### config.mk
export PLATFORM = sky130hd
export DESIGN_NAME = fsa_cell
export DESIGN_NICKNAME = d
export VERILOG_FILES = /design/src/hw/rtl/fsa_pkg.sv /design/src/hw/rtl/fsa_cell.sv
export SDC_FILE = /design/constraint.sdc
export NUM_CORES = 1
export LEC_CHECK = 0
export BUFFER_PORTS_ARGS = -buffer_cell sky130_fd_sc_hd__clkbuf_2
export CAP_MARGIN = 20
export CORE_AREA = 3 3 138 140
export DETAILED_ROUTE_END_ITERATION = 10
export DIE_AREA = 0 0 141 143
export GPL_ROUTABILITY_DRIVEN = 0
export PLACE_DENSITY = 0.76
export SYNTH_ARGS = -nofsm -noshare
export SYNTH_HDL_FRONTEND = slang
export SYNTH_SLANG_ARGS = --single-unit
### constraint.sdc
create_clock -name i_clk -period 4 [get_ports i_clk]
set_clock_uncertainty 0.05 [all_clocks]
set_input_delay 0.6 -clock i_clk [delete_from_list [all_inputs] [get_ports i_clk]]
set_output_delay 0.6 -clock i_clk [all_outputs]
set_load 0.1 [all_outputs]
### src/hw/rtl/fsa_pkg.sv
// ----------------------------------------------------------------------------
// fsa_pkg: shared types and constants of the segment allocator
// Request and result records, one heap table entry, the scan accumulator that
// travels along the cell chain, and the update command broadcast to the cells.
// ----------------------------------------------------------------------------
package fsa_pkg;

    localparam int HEAP_BYTES      = 65536;
    localparam int HEADER_BYTES    = 32;
    localparam int ALIGN_BYTES     = 16;
    localparam int MIN_SPLIT_BYTES = 32;
    localparam int MAX_BLOCKS      = 64;

    // Widths sized for the table depth: a cell index and a count of cells.
    localparam int IDX_W = (MAX_BLOCKS > 2) ? $clog2(MAX_BLOCKS) : 1;
    localparam int CNT_W = IDX_W + 1;
    localparam int SZ_W  = 16;

    localparam logic [SZ_W-1:0] HDR        = SZ_W'(HEADER_BYTES);
    localparam logic [SZ_W:0]   SPLIT_MIN  = (SZ_W+1)'(HEADER_BYTES + MIN_SPLIT_BYTES);
    localparam logic [SZ_W-1:0] INIT_SIZE  = SZ_W'(HEAP_BYTES - HEADER_BYTES);
    localparam logic [17:0]     ALIGN_ADD  = 18'(ALIGN_BYTES - 1);
    localparam logic [17:0]     ALIGN_MASK = ~18'(ALIGN_BYTES - 1);

    localparam logic       OPC_ALLOC = 1'b0;
    localparam logic       OPC_FREE  = 1'b1;
    localparam logic [1:0] FIT_FIRST = 2'd0;
    localparam logic [1:0] FIT_BEST  = 2'd1;
    localparam logic [1:0] FIT_WORST = 2'd2;

    localparam logic [2:0] STS_OK      = 3'd0;
    localparam logic [2:0] STS_IGNORED = 3'd1;
    localparam logic [2:0] STS_NO_FIT  = 3'd2;
    localparam logic [2:0] STS_DOUBLE  = 3'd3;
    localparam logic [2:0] STS_UNKNOWN = 3'd4;

    typedef struct packed {
        logic        opcode;
        logic [16:0] request_bytes;
        logic [15:0] release_address;
    } t_req;

    typedef struct packed {
        logic [2:0]  status;
        logic [15:0] payload_address;
        logic [16:0] free_total;
        logic [16:0] largest_free_bytes;
        logic [6:0]  free_block_count;
    } t_rsp;

    typedef struct packed {
        logic            valid;
        logic            free;
        logic [SZ_W-1:0] start;
        logic [SZ_W-1:0] size;
    } t_entry;

    typedef struct packed {
        logic             found;
        logic [IDX_W-1:0] idx;
        logic [SZ_W-1:0]  start;
        logic [SZ_W-1:0]  size;
        logic             efree;
        logic             nfree;
        logic [SZ_W:0]    total;
        logic [SZ_W:0]    largest;
        logic [CNT_W-1:0] count;
    } t_acc;

    typedef enum logic [2:0] {
        OP_NONE,
        OP_TAKE,
        OP_SPLIT,
        OP_RELEASE,
        OP_MERGE
    } t_op;

    typedef struct packed {
        t_op             op;
        logic [SZ_W-1:0] want;
        logic [SZ_W-1:0] new_start;
        logic [SZ_W-1:0] new_size;
    } t_cmd;

    typedef enum logic [2:0] {
        ST_IDLE,
        ST_SCAN,
        ST_APPLY,
        ST_STATS,
        ST_OUT
    } t_state;

endpackage

### src/hw/rtl/fsa_cell.sv
// ----------------------------------------------------------------------------
// fsa_cell: one heap table entry with its scan stage
// Holds one block descriptor, extends the scan accumulator from its left
// neighbor by one register stage, and applies broadcast table updates, taking
// data from a neighbor when the table shifts.
// ----------------------------------------------------------------------------
module fsa_cell #(
    parameter int IDX = 0
) (
    input  logic                        i_clk,
    input  logic                        i_rst_n,
    input  fsa_pkg::t_entry             i_left,
    input  fsa_pkg::t_entry             i_right,
    input  fsa_pkg::t_acc               i_acc,
    input  logic                        i_opcode,
    input  logic [16:0]                 i_want,
    input  logic [15:0]                 i_rel,
    input  logic [1:0]                  i_strategy,
    input  fsa_pkg::t_cmd               i_cmd,
    input  logic [fsa_pkg::IDX_W-1:0]   i_pick,
    output fsa_pkg::t_entry             o_entry,
    output fsa_pkg::t_acc               o_acc
);

    localparam logic [fsa_pkg::IDX_W:0] MY_IDX = (fsa_pkg::IDX_W+1)'(IDX);

    fsa_pkg::t_entry r_e, n_e;
    fsa_pkg::t_acc   r_acc, n_acc;
    logic            take, elig;
    logic [fsa_pkg::IDX_W:0] pick_w, pick_n;

    always_comb begin
        elig = r_e.valid && r_e.free && ({1'b0, r_e.size} >= i_want);
        if (i_opcode == fsa_pkg::OPC_FREE) begin
            take = r_e.valid && (({1'b0, r_e.start} + {1'b0, fsa_pkg::HDR}) == {1'b0, i_rel});
        end else if (i_strategy == fsa_pkg::FIT_FIRST) begin
            take = elig && !i_acc.found;
        end else if (i_strategy == fsa_pkg::FIT_BEST) begin
            take = elig && (!i_acc.found || r_e.size < i_acc.size);
        end else begin
            take = elig && (!i_acc.found || r_e.size > i_acc.size);
        end

        n_acc = i_acc;
        if (take) begin
            n_acc.found = 1'b1;
            n_acc.idx   = fsa_pkg::IDX_W'(IDX);
            n_acc.start = r_e.start;
            n_acc.size  = r_e.size;
            n_acc.efree = r_e.free;
            n_acc.nfree = i_right.free;
        end
        if (r_e.valid && r_e.free) begin
            n_acc.total = i_acc.total + {1'b0, r_e.size};
            n_acc.count = i_acc.count + 1'b1;
            if ({1'b0, r_e.size} > i_acc.largest) begin
                n_acc.largest = {1'b0, r_e.size};
            end
        end
    end

    always_comb begin
        pick_w = {1'b0, i_pick};
        pick_n = pick_w + 1'b1;
        n_e    = r_e;
        unique case (i_cmd.op)
            fsa_pkg::OP_NONE: begin
            end
            fsa_pkg::OP_TAKE: begin
                if (MY_IDX == pick_w) begin
                    n_e.free = 1'b0;
                end
            end
            fsa_pkg::OP_SPLIT: begin
                if (MY_IDX == pick_w) begin
                    n_e.free = 1'b0;
                    n_e.size = i_cmd.want;
                end else if (MY_IDX == pick_n) begin
                    n_e.valid = 1'b1;
                    n_e.free  = 1'b1;
                    n_e.start = i_cmd.new_start;
                    n_e.size  = i_cmd.new_size;
                end else if (MY_IDX > pick_n) begin
                    n_e = i_left;
                end
            end
            fsa_pkg::OP_RELEASE: begin
                if (MY_IDX == pick_w) begin
                    n_e.free = 1'b1;
                end
            end
            fsa_pkg::OP_MERGE: begin
                if (MY_IDX == pick_w) begin
                    n_e.free = 1'b1;
                    n_e.size = r_e.size + fsa_pkg::HDR + i_right.size;
                end else if (MY_IDX > pick_w) begin
                    n_e = i_right;
                end
            end
            default: begin
            end
        endcase
    end

    always_ff @(posedge i_clk) begin
        if (!i_rst_n) begin
            r_e.valid <= (IDX == 0);
            r_e.free  <= (IDX == 0);
            r_e.start <= '0;
            r_e.size  <= (IDX == 0) ? fsa_pkg::INIT_SIZE : '0;
        end else begin
            r_e <= n_e;
        end
    end

    always_ff @(posedge i_clk) begin
        r_acc <= n_acc;
    end

    assign o_entry = r_e;
    assign o_acc   = r_acc;

endmodule

==> metrics <==
routed length on met1 10600 microns; Crit Path Category reg2reg; initial antenna violation count 0; Setup TNS Final 0 ns; clk_lat worst skew 0.41 ns; Worst Setup End Kind flip-flop; area grow syn2layout 32.2%; met2 WL 12400 microns; crit path DAT 3.63 ns; most common cell after layout, fill and taps aside clkbuf_2; CTS Buffer Depth 2; # Post-CTS Setup Buffers 0; crit start category flip-flop; largest net degree at the start of global routing 36; gr usage total 24.2%; placed cell count 1450; Slew HR 33.1%; die area 20200 sq um; DR pass1 iterations 5; Max Fclk 0.291 GHz; combinational group share of total power 29.1%; Reg area 2320 sq um; Crit path required time 4.20 ns; Fin. Hold Viols 0; unrepaired setup endpoints after global routing false; row cnt 49; uppermost layer routed met4; n_diodes 0; fin crit share 85.8%; Max Transition Viols Final 0; Reg power frac 31.1%; I/O Buffers 343; Yosys warnings 0; CTS tree built; non-filler cells, final 1481; CTS root buf clkbuf_16; Tot Pwr 4040 uW; Initial Utilization 44.8%; Switch Pwr 1390 uW; Top FF cell, synth dfxtp_1; Die Wd 141 microns; Max Cap Viol 0; Fillers 1610; Core ar. 18000 sq um; Worst-path clk slew 0.05 ns; final core occ 59.2%; Area after DPL 10000 sq um; vias per std cell 5.35; overall routed net length 25500 microns; Switching Fraction 34.5%; internal power 2640 uW; drt initial violations 401; Post-synth EDFFs 0; Worst Hold Class in2reg; register area share after synthesis 28.9%; syn_nets 1238; number of buffers created by CTS 17; commonest cells after routing, fill and taps aside clkbuf_2, dfxtp_1, ha_1; vias in the first global route 7542; Power Dens Cells 380 nW/um^2; Setup-failing EPs final 0; Post-Syn Area per Cell 9.00 sq um; P_leak 0.00575 uW; # H-tree levels 4; CTS Hold Bufs 0; global-route wire length before repair 38500 microns; Design Area, Final 10600 sq um; actual slew at the worst max-slew pin 1.00 ns; dpl hpwl 20800 microns; routed vias 7916; Final min period 3.43 ns; crit path max fanout 7; Clk network pwr share 39.8%; Max IR drop VDD 0.000356 V; status finished clean; Post-route DRC 0; ratio of cells with drive above 1 in the final layout 35.8%; Cell Area, Synth 8050 sq um; Cells after Synth 894; FF+latch count, synth 116; Post-synth ARST share 0%; cts repair resizes 0; fin nets 1584; Met3 Wirelength 1890 microns; CTS sink cnt 116; Die Ht 143 microns; post-synthesis cell type count 63; io pins 361; grt ovf 0; wire length per cell 17.2 microns; post-route ant nets 0; Multi-input gate area 5250 sq um
==> Yosys cell counts (all sizes together) (20+ instances only) <==
cell,instances,area [sq um]
mux2i,41,410
nand4,20,125
ha,97,1210
clkbuf,22,83.8
xnor2,24,210
nand2,75,282
a21oi,48,240
inv,74,278
nor2,50,188
dfxtp,116,2320
mux2,45,623
a211oi,29,223
o21ai,54,282
==> kinds of logic (layout without fill, tap and decap cells) <==
kind of cell | Yosys count | in the layout | synth area share, %
xor gates and xnor gates | 43 | 43 | 4.68
and+or+nand+nor | 226 | 226 | 13.9
muxes | 86 | 86 | 12.8
buffers and inverters | 109 | 467 | 6.11
adders and majority gates | 99 | 99 | 15.6
AOI/OAI and AO/OA | 215 | 215 | 18.0
DFF | 116 | 116 | 28.9
==> critical path, cell delays in order, from the launching register on <==
cell and delay, ns:
dfxtp_1 0.50, ha_1 0.30, ha_1 0.23, fa_1 0.43
a211oi_1 0.43, o211ai_1 0.24, a31oi_1 0.34, nor3_1 0.10
a211oi_1 0.34, mux2i_1 0.24, a32oi_1 0.07
==> final cells by class <==
type | count | share of cell area, %
Multi-Input combinational cell | 669 | 49.4
Sequential cell | 116 | 21.8
Inverter | 74 | 2.61
Clock inverter | 9 | 1.42
Timing Repair Buffer | 362 | 17.6
Clock buffer | 22 | 4.46
Tap cell | 229 | 2.69
==> final timing paths <==
check,start,endpoint,slack [ns],depth (start not counted)
hold / removal,i_acc[23],o_acc[23],0.30,1
setup / recovery,o_entry[1],o_entry[15],0.57,10
setup reg to reg,o_entry[1],o_entry[15],0.57,10
hold reg to reg,o_entry[19],o_acc[62],0.53,1
==> through the flow <==
step	setup slack, ns	hold slack (ns)
6_report	0.569	0.302
5_1_grt	0.424	0.284
4_1_cts	0.585	0.285
3_5_place_dp	0.362	0.523
3_3_place_gp	0.373	0.513
2_1_floorplan	0.367	0.640
==> layer usage <==
layer,vias up,global-route usage (%)
li1,3920,-
met1,3627,30.6
met2,327,41.2
met3,42,5.32
met4,0,8.26
met5,-,0
==> state kept, by name (all words and copies together), names as in the netlist <==
register,cells
o_acc,82
o_entry,34
==> power groups by stage <==
stage               sequential [uW]  clock [uW]  combinational (uW)
CTS                            1260        1630                1170
floorplan                      1830           0                 344
global placement               1280           0                1150
detailed placement             1280           0                1170
finish                         1260        1610                1170
global route                   1260        1690                1240
No activity file was read; power rests on OpenSTA's default activity.
